### src/hdl/aeft_pkg.sv
// Shared types and constants for the terminal escape filter and cursor tracker.
// Holds the job record passed from the parser to the output sequencer.
// No dependencies.
`timescale 1ns / 1ps
`default_nettype none

package aeft_pkg;

  localparam int SEQ_LEN = 10;
  localparam int IDX_W = 4;
  localparam int QUEUE_DEPTH = 2;
  localparam int CFG_INDEX_W = 2;

  localparam logic [CFG_INDEX_W-1:0] REG_SCREEN_COLUMNS = 2'd0;
  localparam logic [CFG_INDEX_W-1:0] REG_SCREEN_ROWS = 2'd1;

  localparam logic [7:0] COLUMNS_RESET = 8'd80;
  localparam logic [7:0] ROWS_RESET = 8'd25;

  localparam logic [7:0] CH_BEL = 8'h07;
  localparam logic [7:0] CH_LF = 8'h0A;
  localparam logic [7:0] CH_CR = 8'h0D;
  localparam logic [7:0] CH_ESC = 8'h1B;
  localparam logic [7:0] CH_CSI = 8'h9B;
  localparam logic [7:0] CH_LBRACKET = 8'h5B;
  localparam logic [7:0] CH_RBRACKET = 8'h5D;
  localparam logic [7:0] CH_BACKSLASH = 8'h5C;
  localparam logic [7:0] CH_QUESTION = 8'h3F;
  localparam logic [7:0] CH_LPAREN = 8'h28;
  localparam logic [7:0] CH_RPAREN = 8'h29;
  localparam logic [7:0] CH_PERCENT = 8'h25;
  localparam logic [7:0] CH_HASH = 8'h23;
  localparam logic [7:0] CH_SEMI = 8'h3B;
  localparam logic [7:0] CH_ZERO = 8'h30;
  localparam logic [7:0] CH_NINE = 8'h39;
  localparam logic [7:0] CH_LOWER_N = 8'h6E;
  localparam logic [7:0] CH_UPPER_H = 8'h48;
  localparam logic [7:0] CH_UPPER_R = 8'h52;

  localparam logic [15:0] REQ_STATUS = 16'd5;
  localparam logic [15:0] REQ_POSITION = 16'd6;

  typedef enum logic [1:0] {
    JOB_DISPLAY = 2'd0,
    JOB_STATUS  = 2'd1,
    JOB_CPR     = 2'd2
  } job_kind_t;

  typedef struct packed {
    job_kind_t  kind;
    logic [7:0] data;
    logic [7:0] col;
    logic [7:0] row;
  } job_t;

endpackage

`default_nettype wire

### src/hdl/aeft_front.sv
// Byte parser: strips escape sequences, tracks the cursor and issues jobs.
// Depends on aeft_pkg.
`timescale 1ns / 1ps
`default_nettype none

module aeft_front import aeft_pkg::*; #(
  parameter int MAX_PARAMS = 16
) (
  input  wire logic       clk,
  input  wire logic       rst,
  input  wire logic       in_fire,
  input  wire logic [7:0] rx_byte,
  input  wire logic [7:0] screen_columns,
  input  wire logic [7:0] screen_rows,
  output logic            push,
  output job_t            job
);

  localparam int CNT_W = $clog2(MAX_PARAMS + 1);

  typedef enum logic [7:0] {
    M_GROUND    = 8'b0000_0001,
    M_ESC       = 8'b0000_0010,
    M_CSI_FIRST = 8'b0000_0100,
    M_CSI       = 8'b0000_1000,
    M_CSI_SKIP  = 8'b0001_0000,
    M_ESC_SKIP  = 8'b0010_0000,
    M_OSC       = 8'b0100_0000,
    M_OSC_ESC   = 8'b1000_0000
  } mode_t;

  mode_t            mode, mode_next;
  logic [7:0]       col_pos, col_pos_next;
  logic [7:0]       row_pos, row_pos_next;
  logic [15:0]      first_param, first_param_next;
  logic [15:0]      second_param, second_param_next;
  logic [CNT_W-1:0] param_count, param_count_next;
  logic             digit_seen, digit_seen_next;

  logic             body;
  logic             start_csi;
  logic [CNT_W-1:0] cnt_inc;
  logic [CNT_W-1:0] param_total;
  logic [15:0]      acc;
  logic [19:0]      acc_x10;
  logic [15:0]      acc_sat;
  logic [8:0]       col_inc;
  logic             row_can_adv;

  function automatic logic [7:0] clamp_pos(input logic [15:0] v, input logic [7:0] limit);
    logic [15:0] t;
    t = (v == 16'd0) ? 16'd1 : v;
    if (t >= {8'd0, limit}) begin
      return limit - 8'd1;
    end
    return t[7:0];
  endfunction

  assign cnt_inc = param_count + CNT_W'(1);
  assign param_total = param_count + CNT_W'(digit_seen);
  assign acc = (param_count == '0) ? first_param : second_param;
  assign acc_x10 = ({4'd0, acc} << 3) + ({4'd0, acc} << 1) + {12'd0, rx_byte - CH_ZERO};
  assign acc_sat = (acc_x10[19:16] != 4'd0) ? 16'hFFFF : acc_x10[15:0];
  assign col_inc = {1'b0, col_pos} + 9'd1;
  assign row_can_adv = ({1'b0, row_pos} + 9'd1) < {1'b0, screen_rows};

  always_comb begin
    mode_next = mode;
    col_pos_next = col_pos;
    row_pos_next = row_pos;
    first_param_next = first_param;
    second_param_next = second_param;
    param_count_next = param_count;
    digit_seen_next = digit_seen;
    push = 1'b0;
    job.kind = JOB_DISPLAY;
    job.data = rx_byte;
    body = 1'b0;
    start_csi = 1'b0;

    case (mode)
      M_GROUND: begin
        if (rx_byte == CH_ESC) begin
          mode_next = M_ESC;
        end else if (rx_byte == CH_CSI) begin
          start_csi = 1'b1;
        end else begin
          push = 1'b1;
          if (rx_byte == CH_CR) begin
            col_pos_next = 8'd0;
          end else if (rx_byte == CH_LF) begin
            col_pos_next = 8'd0;
            if (row_can_adv) begin
              row_pos_next = row_pos + 8'd1;
            end
          end else if (col_inc < {1'b0, screen_columns}) begin
            col_pos_next = col_inc[7:0];
          end else begin
            col_pos_next = 8'd0;
            if (row_can_adv) begin
              row_pos_next = row_pos + 8'd1;
            end
          end
        end
      end
      M_ESC: begin
        if (rx_byte == CH_LBRACKET) begin
          start_csi = 1'b1;
        end else if (rx_byte == CH_RBRACKET) begin
          mode_next = M_OSC;
        end else if (rx_byte inside {CH_LPAREN, CH_RPAREN, CH_PERCENT, CH_HASH}) begin
          mode_next = M_ESC_SKIP;
        end else begin
          mode_next = M_GROUND;
        end
      end
      M_CSI_FIRST: begin
        if (rx_byte == CH_LBRACKET) begin
          mode_next = M_CSI_SKIP;
        end else if (rx_byte == CH_QUESTION) begin
          mode_next = M_CSI;
        end else begin
          mode_next = M_CSI;
          body = 1'b1;
        end
      end
      M_CSI: begin
        body = 1'b1;
      end
      M_OSC: begin
        if (rx_byte == CH_BEL) begin
          mode_next = M_GROUND;
        end else if (rx_byte == CH_ESC) begin
          mode_next = M_OSC_ESC;
        end
      end
      M_OSC_ESC: begin
        if (rx_byte == CH_BACKSLASH || rx_byte == CH_BEL) begin
          mode_next = M_GROUND;
        end else if (rx_byte != CH_ESC) begin
          mode_next = M_OSC;
        end
      end
      default: begin
        mode_next = M_GROUND;
      end
    endcase

    if (start_csi) begin
      first_param_next = 16'd0;
      second_param_next = 16'd0;
      param_count_next = '0;
      digit_seen_next = 1'b0;
      mode_next = M_CSI_FIRST;
    end

    if (body) begin
      if (rx_byte == CH_SEMI) begin
        param_count_next = cnt_inc;
        if (cnt_inc >= CNT_W'(MAX_PARAMS)) begin
          mode_next = M_GROUND;
        end else begin
          if (cnt_inc == CNT_W'(1)) begin
            second_param_next = 16'd0;
          end
          digit_seen_next = 1'b0;
        end
      end else if (rx_byte inside {[CH_ZERO:CH_NINE]}) begin
        if (param_count == '0) begin
          first_param_next = acc_sat;
        end else if (param_count == CNT_W'(1)) begin
          second_param_next = acc_sat;
        end
        digit_seen_next = 1'b1;
      end else begin
        mode_next = M_GROUND;
        if (rx_byte == CH_LOWER_N && param_total == CNT_W'(1)) begin
          if (first_param == REQ_STATUS) begin
            push = 1'b1;
            job.kind = JOB_STATUS;
          end else if (first_param == REQ_POSITION) begin
            push = 1'b1;
            job.kind = JOB_CPR;
          end
        end else if (rx_byte == CH_UPPER_H &&
                     (param_total == CNT_W'(1) || param_total == CNT_W'(2))) begin
          row_pos_next = clamp_pos(first_param, screen_rows);
          col_pos_next = clamp_pos((param_total == CNT_W'(2)) ? second_param : 16'd0,
                                   screen_columns);
        end
      end
    end

    job.col = col_pos_next;
    job.row = row_pos_next;
  end

  always_ff @(posedge clk) begin
    if (rst) begin
      mode <= M_GROUND;
      col_pos <= 8'd0;
      row_pos <= 8'd0;
      first_param <= 16'd0;
      second_param <= 16'd0;
      param_count <= '0;
      digit_seen <= 1'b0;
    end else if (in_fire) begin
      mode <= mode_next;
      col_pos <= col_pos_next;
      row_pos <= row_pos_next;
      first_param <= first_param_next;
      second_param <= second_param_next;
      param_count <= param_count_next;
      digit_seen <= digit_seen_next;
    end
  end

endmodule

`default_nettype wire

### src/hdl/aeft_queue.sv
// Two-entry job queue between the parser and the output sequencer.
// Depends on aeft_pkg.
`timescale 1ns / 1ps
`default_nettype none

module aeft_queue import aeft_pkg::*; (
  input  wire logic clk,
  input  wire logic rst,
  input  wire logic push,
  input  job_t      job_in,
  output logic      full,
  input  wire logic pop,
  output logic      head_valid,
  output job_t      head
);

  localparam int PTR_W = $clog2(QUEUE_DEPTH);
  localparam int CNT_W = $clog2(QUEUE_DEPTH + 1);

  job_t             slots [QUEUE_DEPTH];
  logic [PTR_W-1:0] wr_ptr;
  logic [PTR_W-1:0] rd_ptr;
  logic [CNT_W-1:0] count;

  assign full = (count == CNT_W'(QUEUE_DEPTH));
  assign head_valid = (count != '0);
  assign head = slots[rd_ptr];

  always_ff @(posedge clk) begin
    if (rst) begin
      wr_ptr <= '0;
      rd_ptr <= '0;
      count <= '0;
    end else begin
      if (push) begin
        wr_ptr <= (wr_ptr == PTR_W'(QUEUE_DEPTH - 1)) ? '0 : wr_ptr + PTR_W'(1);
      end
      if (pop) begin
        rd_ptr <= (rd_ptr == PTR_W'(QUEUE_DEPTH - 1)) ? '0 : rd_ptr + PTR_W'(1);
      end
      if (push && !pop) begin
        count <= count + CNT_W'(1);
      end else if (pop && !push) begin
        count <= count - CNT_W'(1);
      end
    end
  end

  always_ff @(posedge clk) begin
    if (push) begin
      slots[wr_ptr] <= job_in;
    end
  end

endmodule

`default_nettype wire

### src/hdl/aeft_back.sv
// Output sequencer: expands each job into its result beats.
// Depends on aeft_pkg.
`timescale 1ns / 1ps
`default_nettype none

module aeft_back import aeft_pkg::*; (
  input  wire logic        clk,
  input  wire logic        rst,
  input  wire logic        head_valid,
  input  job_t             head,
  output logic             pop,
  output logic             out_valid,
  input  wire logic        out_stall,
  output logic [7:0]       out_byte,
  output logic             out_kind,
  output logic             last_of_run,
  output logic [7:0]       cursor_col,
  output logic [7:0]       cursor_row
);

  typedef struct packed {
    logic [2:0][7:0] chars;
    logic [1:0]      len;
  } dec_t;

  logic                      busy;
  logic                      kind;
  logic [IDX_W-1:0]          idx;
  logic [IDX_W-1:0]          last_idx;
  logic [SEQ_LEN-1:0][7:0]   seq;
  logic [7:0]                col;
  logic [7:0]                row;

  logic [SEQ_LEN-1:0][7:0]   seq_next;
  logic [IDX_W-1:0]          last_idx_next;
  dec_t                      row_dec;
  dec_t                      col_dec;
  logic                      out_fire;
  logic                      at_last;

  function automatic dec_t to_dec(input logic [7:0] v);
    dec_t        d;
    logic [1:0]  h;
    logic [7:0]  r;
    logic [15:0] t;
    logic [7:0]  o;
    h = (v >= 8'd200) ? 2'd2 : ((v >= 8'd100) ? 2'd1 : 2'd0);
    r = v - ({6'd0, h} * 8'd100);
    t = ({8'd0, r} * 16'd205) >> 11;
    o = r - ({4'd0, t[3:0]} * 8'd10);
    d.chars = '0;
    if (v >= 8'd100) begin
      d.len = 2'd3;
      d.chars[0] = CH_ZERO + {6'd0, h};
      d.chars[1] = CH_ZERO + {4'd0, t[3:0]};
      d.chars[2] = CH_ZERO + o;
    end else if (v >= 8'd10) begin
      d.len = 2'd2;
      d.chars[0] = CH_ZERO + {4'd0, t[3:0]};
      d.chars[1] = CH_ZERO + o;
    end else begin
      d.len = 2'd1;
      d.chars[0] = CH_ZERO + o;
    end
    return d;
  endfunction

  assign row_dec = to_dec(head.row + 8'd1);
  assign col_dec = to_dec(head.col + 8'd1);

  always_comb begin
    logic [IDX_W-1:0] kk;
    logic [IDX_W-1:0] nr;
    logic [IDX_W-1:0] nc;
    nr = {2'd0, row_dec.len};
    nc = {2'd0, col_dec.len};
    seq_next = '0;
    last_idx_next = '0;
    case (head.kind)
      JOB_DISPLAY: begin
        seq_next[0] = head.data;
        last_idx_next = IDX_W'(0);
      end
      JOB_STATUS: begin
        seq_next[0] = CH_ESC;
        seq_next[1] = CH_LBRACKET;
        seq_next[2] = CH_ZERO;
        seq_next[3] = CH_LOWER_N;
        last_idx_next = IDX_W'(3);
      end
      JOB_CPR: begin
        for (int k = 0; k < SEQ_LEN; k++) begin
          kk = IDX_W'(k);
          if (kk == IDX_W'(0)) begin
            seq_next[k] = CH_ESC;
          end else if (kk == IDX_W'(1)) begin
            seq_next[k] = CH_LBRACKET;
          end else if (kk < IDX_W'(2) + nr) begin
            seq_next[k] = row_dec.chars[2'(kk - IDX_W'(2))];
          end else if (kk == IDX_W'(2) + nr) begin
            seq_next[k] = CH_SEMI;
          end else if (kk < IDX_W'(3) + nr + nc) begin
            seq_next[k] = col_dec.chars[2'(kk - IDX_W'(3) - nr)];
          end else begin
            seq_next[k] = CH_UPPER_R;
          end
        end
        last_idx_next = IDX_W'(3) + nr + nc;
      end
      default: begin
        seq_next = '0;
        last_idx_next = '0;
      end
    endcase
  end

  assign out_fire = busy && !out_stall;
  assign at_last = (idx == last_idx);
  assign pop = head_valid && (!busy || (out_fire && at_last));

  assign out_valid = busy;
  assign out_byte = seq[idx];
  assign out_kind = kind;
  assign last_of_run = at_last;
  assign cursor_col = col;
  assign cursor_row = row;

  always_ff @(posedge clk) begin
    if (rst) begin
      busy <= 1'b0;
      idx <= '0;
    end else if (pop) begin
      busy <= 1'b1;
      idx <= '0;
    end else if (out_fire) begin
      if (at_last) begin
        busy <= 1'b0;
      end else begin
        idx <= idx + IDX_W'(1);
      end
    end
  end

  always_ff @(posedge clk) begin
    if (pop) begin
      seq <= seq_next;
      last_idx <= last_idx_next;
      kind <= (head.kind != JOB_DISPLAY);
      col <= head.col;
      row <= head.row;
    end
  end

endmodule

`default_nettype wire

### src/hdl/ansi_escape_filter_cursor_tracker.sv
// Top level of the terminal escape filter with cursor tracker.
// Holds the screen size registers; depends on aeft_pkg, aeft_front, aeft_queue, aeft_back.
//
//   channel | handshake              | payload
//   rx      | rx_valid / rx_stall    | rx_byte
//   out     | out_valid / out_stall  | out_byte, out_kind, last_of_run, cursor_col, cursor_row
//   cfg     | cfg_valid / cfg_ready  | cfg_index, cfg_data
//
// The parser takes one byte per cycle while rx_stall is low and hands jobs to a
// two-entry queue. A display byte leaves as one beat; a status reply takes 4 beats
// and a position reply 6 to 10 beats, one per cycle while out_stall is low, set by
// the output sequencer. rx_stall rises only while the queue holds two jobs.
// Reset is synchronous; cfg_ready is always high.
`timescale 1ns / 1ps
`default_nettype none

module ansi_escape_filter_cursor_tracker import aeft_pkg::*; #(
  parameter int MAX_PARAMS = 16
) (
  input  wire logic                   clk,
  input  wire logic                   rst,
  input  wire logic                   rx_valid,
  output logic                        rx_stall,
  input  wire logic [7:0]             rx_byte,
  output logic                        out_valid,
  input  wire logic                   out_stall,
  output logic [7:0]                  out_byte,
  output logic                        out_kind,
  output logic                        last_of_run,
  output logic [7:0]                  cursor_col,
  output logic [7:0]                  cursor_row,
  input  wire logic                   cfg_valid,
  output logic                        cfg_ready,
  input  wire logic [CFG_INDEX_W-1:0] cfg_index,
  input  wire logic [7:0]             cfg_data
);

  logic [7:0] screen_columns;
  logic [7:0] screen_rows;
  logic [7:0] cfg_value;
  logic       in_fire;
  logic       push;
  logic       full;
  logic       pop;
  logic       head_valid;
  job_t       job;
  job_t       head;

  assign cfg_ready = 1'b1;
  assign cfg_value = (cfg_data == 8'd0) ? 8'd1 : cfg_data;
  assign rx_stall = full;
  assign in_fire = rx_valid && !rx_stall;

  always_ff @(posedge clk) begin
    if (rst) begin
      screen_columns <= COLUMNS_RESET;
      screen_rows <= ROWS_RESET;
    end else if (cfg_valid && cfg_ready) begin
      case (cfg_index)
        REG_SCREEN_COLUMNS: begin
          screen_columns <= cfg_value;
        end
        REG_SCREEN_ROWS: begin
          screen_rows <= cfg_value;
        end
        default: begin
        end
      endcase
    end
  end

  aeft_front #(
    .MAX_PARAMS(MAX_PARAMS)
  ) u_front (
    .clk            (clk),
    .rst            (rst),
    .in_fire        (in_fire),
    .rx_byte        (rx_byte),
    .screen_columns (screen_columns),
    .screen_rows    (screen_rows),
    .push           (push),
    .job            (job)
  );

  aeft_queue u_queue (
    .clk        (clk),
    .rst        (rst),
    .push       (push && in_fire),
    .job_in     (job),
    .full       (full),
    .pop        (pop),
    .head_valid (head_valid),
    .head       (head)
  );

  aeft_back u_back (
    .clk         (clk),
    .rst         (rst),
    .head_valid  (head_valid),
    .head        (head),
    .pop         (pop),
    .out_valid   (out_valid),
    .out_stall   (out_stall),
    .out_byte    (out_byte),
    .out_kind    (out_kind),
    .last_of_run (last_of_run),
    .cursor_col  (cursor_col),
    .cursor_row  (cursor_row)
  );

endmodule

`default_nettype wire
### config.mk
export PLATFORM = sky130hd
export DESIGN_NAME = ansi_escape_filter_cursor_tracker
export DESIGN_NICKNAME = d
export VERILOG_FILES = /design/src/hdl/aeft_pkg.sv /design/src/hdl/aeft_front.sv /design/src/hdl/aeft_queue.sv /design/src/hdl/aeft_back.sv /design/src/hdl/ansi_escape_filter_cursor_tracker.sv
export SDC_FILE = /design/constraint.sdc
export NUM_CORES = 1
export LEC_CHECK = 0
export ABC_AREA = 1
export BUFFER_PORTS_ARGS = -buffer_cell sky130_fd_sc_hd__buf_2
export CAP_MARGIN = 15
export CORE_ASPECT_RATIO = 1.4
export CORE_MARGIN = 4
export CORE_UTILIZATION = 64
export CTS_BUF_LIST = sky130_fd_sc_hd__clkbuf_16
export DETAILED_ROUTE_END_ITERATION = 8
export PLACE_DENSITY = 0.88
export SLEW_MARGIN = 5
export SYNTH_ARGS = -nofsm -noshare
export SYNTH_HDL_FRONTEND = slang
export SYNTH_SLANG_ARGS = --single-unit
### constraint.sdc
create_clock -name clk -period 12.5 [get_ports clk]
set_input_delay 2.5 -clock clk [delete_from_list [all_inputs] [get_ports clk]]
set_output_delay 2.5 -clock clk [all_outputs]
set_load 0.01 [all_outputs]
==> impl_metrics.tcl, run 1 <==
set metrics [dict create \
    timing.critical_path.required_ps 12880 \
    worst-path-buf-inv 11 \
    worstSkewPairLatency_ps 550 \
    post-route-drc-count 0 \
    numPortBuffers 50 \
    post-route-period-util_pct 83.9 \
    top_level_ports 52 \
    placeableCoreArea_sq_um 28300 \
    synthesis.area_per_instance_sq_um 7.86 \
    hold_violations 0 \
    worstSetupEndpointType "register" \
    worstHoldPathType "reg -> reg" \
    max_stage_delay_ps 540 \
    synth-edff-count 146 \
    synth_largest_area_cell "sky130_fd_sc_hd__edfxtp_1" \
    crit_slowest_cell "sky130_fd_sc_hd__fa_1" \
    max_cap_viol_count 0 \
    clk_path_buf_depth 3 \
    via_count_of_the_first_global_routing_pass 16100 \
    drtAntennaViolNets 0 \
    synthDominantCellAreaShare_pct 24.0 \
    antenna_violations_before_repair 1 \
    path_common_cell "sky130_fd_sc_hd__inv_1" \
    drtIter0Drc 1338 \
    gp_congestion 0.995 \
    final.setup.tns_ps 0 \
    clk_pin_slew_worst_paths_ps 60 \
    area_growth_syn_to_layout_pct 7.34 \
    setup_repair_after_global_routing_missed_its_margin "no" \
    floorplan.rows 73 \
    crit_fanout 29 \
    post_route_cells_drive_above_1_share_pct 8.17 \
    syn_inst 2328 \
    h-tree-depth 1 \
    fillCellCount 2188 \
    netlist_area_sq_um 18300 \
    post-cts-setup-buffer-count 0 \
    finalWorstPathRequiredPeriod_ps 10490 \
    grt_first_pass_wirelength_um 78400 \
    finalSetupViolations 0 \
    min_from "u_queue.rd_ptr$_SDFFE_PP0P_" \
    yosys.cell_count.top_type "sky130_fd_sc_hd__nand2_1" \
    ys_types 63 \
    final.setup_skew_ps 10.2 \
    cts_resized 0 \
    cts.root.buffer_cell "sky130_fd_sc_hd__clkbuf_16" \
    timing.max_slew.rel_slack_pct 19.8 \
    final_global_route_overflow_total 0 \
    yosysWarnings 0 \
    cp_data_arrival_time_ps 10870 \
    number_of_buffers_inserted_for_hold_repair_after_clock_tree_synthesis 0 \
    die_y_um 208 \
    detail_route.first_pass.iterations 6 \
    synthFlopType "sky130_fd_sc_hd__edfxtp_1" \
    outcome "finished, final reports clean" \
    finalMaxSlewViolations 0 \
    ys_seq_area_share_pct 33.6 \
    grt_use_total_pct 30.4 \
    fp.dieW_um 151 \
    initial_utilization_pct 64.6 \
    wire_per_inst_um 17.7 \
    regArea_sq_um 6150 \
    crit_type "reg -> reg" \
    area_of_the_multi_input_gates_sq_um 10400 \
    cts_tree "built" \
    post_synth_main_area_contributors "sky130_fd_sc_hd__edfxtp_1, sky130_fd_sc_hd__ha_1, sky130_fd_sc_hd__dfxtp_1" \
    fp.dieArea_sq_um 31400 \
    ys_ff_latch 234 \
    tritoncts.num_buffers 25 \
    postSynthNetCount 2574 \
    achievable-frequency_ghz 0.0953 \
    totalWireLength_um 48500 \
    hpwl_um 36600 \
    max_slew.worst_pin.slew_ps 1200 \
    critical_path_s_top_delay_family "adder cells" \
    synth_async_reset_ratio_pct 0 \
    setup.worst_path.start_class "register" \
    most_used_standard_cells_in_the_synthesized_netlist "sky130_fd_sc_hd__nand2_1, sky130_fd_sc_hd__inv_1, sky130_fd_sc_hd__a21oi_1, sky130_fd_sc_hd__o21ai_0, sky130_fd_sc_hd__ha_1" \
    vias_per_cell 6.02 \
    final_nets 2589 \
    clkSinkCount 234 \
    grt_max_degree 98 \
    detailroute.via_count 16500 \
]
cells by family (layout without fill, tap and decap cells):
group / Yosys count / in the layout / share of synthesized area, %
flip-flops: 234 / 234 / 33.6
AO/OA/AOI/OAI: 569 / 569 / 17.6
buffers and inverters: 454 / 488 / 9.52
other: 1 / 2 / 0.0205
adder cells (fa/ha/maj): 223 / 223 / 16.6
AND/OR/NAND/NOR: 764 / 764 / 18.6
XOR/XNOR: 83 / 83 / 4.02
registers in the layout, summed over array words and instances (netlist names), 5 cells and up, named ones only:
| name | cells |
|---|---|
| u_front.row_pos | 8 |
| u_front.second_param | 16 |
| u_back.cursor_col | 8 |
| u_front.col_pos | 8 |
| u_back.seq | 73 |
| u_front.first_param | 16 |
| u_front.param_count | 5 |
| screen_rows | 8 |
| u_front.mode | 8 |
| screen_columns | 8 |
| u_queue.slots | 52 |
| u_back.cursor_row | 8 |
worst register-to-register path, delay by kind of cell, from the launching register on:
family,cells,cell delay [ps]
xor+xnor,6,1260
buf+inv,11,1260
fa+ha+maj,12,4350
compound gates,8,1310
flops,1,300
simple gates,13,1820
area by class of cell:
| type | count | area share, % |
|---|---|---|
| diodes | 1 | 0.0127 |
| clock buffers | 25 | 3.19 |
| clock inverters | 21 | 0.975 |
| inverters | 377 | 7.22 |
| multi-input cells | 1640 | 53.1 |
| flip-flops and latches | 234 | 31.3 |
| well taps | 375 | 2.39 |
| repair buffers | 65 | 1.85 |
placed cells by master, fill, tap and decap left out, types with 24 or more instances in the layout:
| master | synthesis | final |
|---|---|---|
| sky130_fd_sc_hd__inv_1 | 358 | 362 |
| sky130_fd_sc_hd__nor3_1 | 32 | 32 |
| sky130_fd_sc_hd__a21oi_1 | 214 | 214 |
| sky130_fd_sc_hd__o21ai_0 | 199 | 199 |
| sky130_fd_sc_hd__edfxtp_1 | 146 | 146 |
| sky130_fd_sc_hd__xor2_1 | 66 | 66 |
| sky130_fd_sc_hd__nand2_1 | 366 | 366 |
| sky130_fd_sc_hd__ha_1 | 190 | 190 |
| sky130_fd_sc_hd__a31oi_1 | 27 | 27 |
| sky130_fd_sc_hd__nand3_1 | 85 | 85 |
| sky130_fd_sc_hd__nor2_1 | 176 | 174 |
| sky130_fd_sc_hd__o21ai_1 | 25 | 24 |
| sky130_fd_sc_hd__dfxtp_1 | 88 | 88 |
| sky130_fd_sc_hd__buf_2 | 9 | 50 |
| sky130_fd_sc_hd__clkbuf_16 | 0 | 25 |
| sky130_fd_sc_hd__fa_1 | 33 | 33 |
per-layer routing:
layer  track usage [%]  wire length, um  vias to the layer above
li1                  -                -                     7868
met1              34.6            17400                     7660
met2              53.7            24700                      753
met3              3.40             3170                      207
met4              18.8             3320                        0
met5                 0                0                        -
per-stage QoR:
step	cell area [sq um]	util, %	cells	setup WS (ps)	hold slack, ps
2_1_floorplan	18300	-	2328	3680	426
3_3_place_gp	18800	66.4	2691	2500	439
3_5_place_dp	18800	66.4	2691	2190	446
4_1_cts	19600	69.3	2737	2090	459
5_1_grt	19600	69.3	2738	1180	478
6_report	19600	69.3	2738	2010	461
worst paths after layout:
path                                  end  slack (ps)  cells after the start
max          u_back.seq[39]$_SDFFCE_PN0P_        2010                     50
min                              register         460                      1
max reg2reg  u_back.seq[39]$_SDFFCE_PN0P_        2010                     50
min reg2reg                      register         460                      1
Power of run 1 is not shown: default switching activity piles up to over one toggle a cycle in this logic, so the estimate is an artifact.
==> run 2: changes to the inputs <==
==> constraint.sdc (replaced) <==
create_clock -name clk -period 9.9 [get_ports clk]
set_input_delay 1.98 -clock clk [delete_from_list [all_inputs] [get_ports clk]]
set_output_delay 1.98 -clock clk [all_outputs]
set_load 0.01 [all_outputs]
==> impl_metrics.tcl, run 2 (synthesis gave the netlist of run 1 again) <==
set metrics [dict create \
    final.setup.tns_ps 0 \
    number_of_buffers_inserted_for_hold_repair_after_clock_tree_synthesis 0 \
    post-route-drc-count 1 \
    crit_type "reg -> reg" \
    via_count_of_the_first_global_routing_pass 16300 \
    initial_utilization_pct 64.6 \
    tritoncts.num_buffers 24 \
    regArea_sq_um 6150 \
    drtIter0Drc 1200 \
    diode_count 0 \
    grt_first_pass_wirelength_um 77600 \
    fp.dieW_um 151 \
    area_growth_syn_to_layout_pct 8.03 \
    placeableCoreArea_sq_um 28300 \
    achievable-frequency_ghz 0.108 \
    final_area_sq_um 19800 \
    violated_checks "DRC" \
    detailroute.via_count 16400 \
    worstSkewPairLatency_ps 550 \
    wire_per_inst_um 17.4 \
    cp_data_arrival_time_ps 9660 \
    totalWireLength_um 47800 \
    h-tree-depth 1 \
    final.setup_skew_ps 17.8 \
    outcome "finished with violations" \
    path_common_cell "sky130_fd_sc_hd__ha_1" \
    hold_violations 0 \
    layout_commonest_cell "sky130_fd_sc_hd__nand2_1" \
    registers.top_by_ff_count "u_back.seq" \
    largest_reg_flops 73 \
    max_cap_viol_count 0 \
    grt_use_total_pct 30.2 \
    timing.max_slew.rel_slack_pct 20.1 \
    rr_worst_depth 49 \
    top_level_ports 52 \
    r2r_setup_slack_ps 630 \
    hpwl_um 36200 \
    crit_end "u_back.seq[39]$_SDFFCE_PN0P_" \
    grt_max_degree 98 \
    max_stage_delay_ps 530 \
    area_of_the_multi_input_gates_sq_um 10500 \
    setup.worst_path.start_class "register" \
    fillCellCount 2171 \
    vias_per_cell 5.98 \
    final_global_route_overflow_total 0 \
    finalSetupViolations 0 \
    clkSinkCount 234 \
    postPlaceCellArea_sq_um 18800 \
    post-route-period-util_pct 93.6 \
    numPortBuffers 50 \
    floorplan.rows 73 \
    fp.dieArea_sq_um 31400 \
    clk_path_buf_depth 3 \
    final_nets 2598 \
    gp_congestion 0.949 \
    clk_pin_slew_worst_paths_ps 70 \
    timing.critical_path.required_ps 10290 \
    finalMaxSlewViolations 0 \
    worstHoldPathType "reg -> reg" \
    top_regs "u_back.seq: 73 flops, u_queue.slots: 52 flops" \
    finalWorstPathRequiredPeriod_ps 9270 \
    antenna_violations_before_repair 0 \
    worstSetupEndpointType "register" \
    max_slew.worst_pin.slew_ps 1190 \
    crit_slowest_cell "sky130_fd_sc_hd__fa_1" \
    post_route_cells_drive_above_1_share_pct 9.16 \
    cts.root.buffer_cell "sky130_fd_sc_hd__clkbuf_16" \
    cts_tree "built" \
    reg2reg_to "u_back.seq[39]$_SDFFCE_PN0P_" \
    layout_common_cells "sky130_fd_sc_hd__nand2_1, sky130_fd_sc_hd__inv_1, sky130_fd_sc_hd__a21oi_1" \
    die_y_um 208 \
    crit_fanout 17 \
    drtAntennaViolNets 0 \
    detail_route.first_pass.iterations 8 \
]
[run 2: cell types whose count changed in the layout (fill, tap and decap cells not counted), sizes merged]
| cell | previous run | this run |
|---|---|---|
| diode | 1 | 0 |
| bufinv | 3 | 1 |
| clkinvlp | 1 | 3 |
| inv | 376 | 370 |
| clkinv | 18 | 22 |
| buf | 65 | 75 |
[run 2: worst min path at each step]
stage                                                     end  slack [ps]                           startpoint  depth (start not counted)
after floorplan                                      register         430          u_queue.rd_ptr$_SDFFE_PP0P_                          1
after global placement            u_queue.rd_ptr$_SDFFE_PP0P_         440          u_queue.rd_ptr$_SDFFE_PP0P_                          1
after detailed placement                             register         450          u_queue.rd_ptr$_SDFFE_PP0P_                          1
after CTS                 u_front.param_count[4]$_SDFFE_PP0P_         470  u_front.param_count[4]$_SDFFE_PP0P_                          2
after global routing             u_front.mode[4]$_SDFFE_PP0P_         490         u_front.mode[4]$_SDFFE_PP0P_                          2
final                     u_front.param_count[4]$_SDFFE_PP0P_         470  u_front.param_count[4]$_SDFFE_PP0P_                          2
[run 2: through the flow]
step	cells	hold slack [ps]	worst slack, ps	utilization (%)
floorplan	2328	426	1080	-
global placement	2696	439	630	66.6
detailed placement	2696	454	242	66.6
CTS	2740	465	194	69.3
global route	2745	487	-70.4	69.8
finish	2745	466	631	69.8
[run 2: repair_timing]
action,CTS,global route
setup buffers,0,3
setup endpoints to repair,0,14
gates resized for setup,0,20
[run 2: critical path: cells and delay by family (launching register included)]
kind,cells,cell delay (ps)
AOI/OAI and AO/OA,9,1280
xor gates and xnor gates,6,1020
adders and majority gates,13,4580
buffers and inverters,10,700
DFF,1,370
and+or+nand+nor,11,1150
[run 2: layout make-up]
cell class	instances	area share, %
sequential	234	31.1
clock inverter	19	0.722
inverter	377	7.19
clock buffer	25	3.17
tap	375	2.37
multi-input combinational	1640	53.1
timing repair buffer	75	2.36
[run 2: routing by layer]
metal	wire length (um)	up-vias	global-route usage, %
li1	-	7872	-
met1	17100	7494	33.6
met2	24000	797	54.4
met3	3170	255	3.31
met4	3540	0	18.5
met5	0	-	0
Power of run 2 is left out for the same reason.
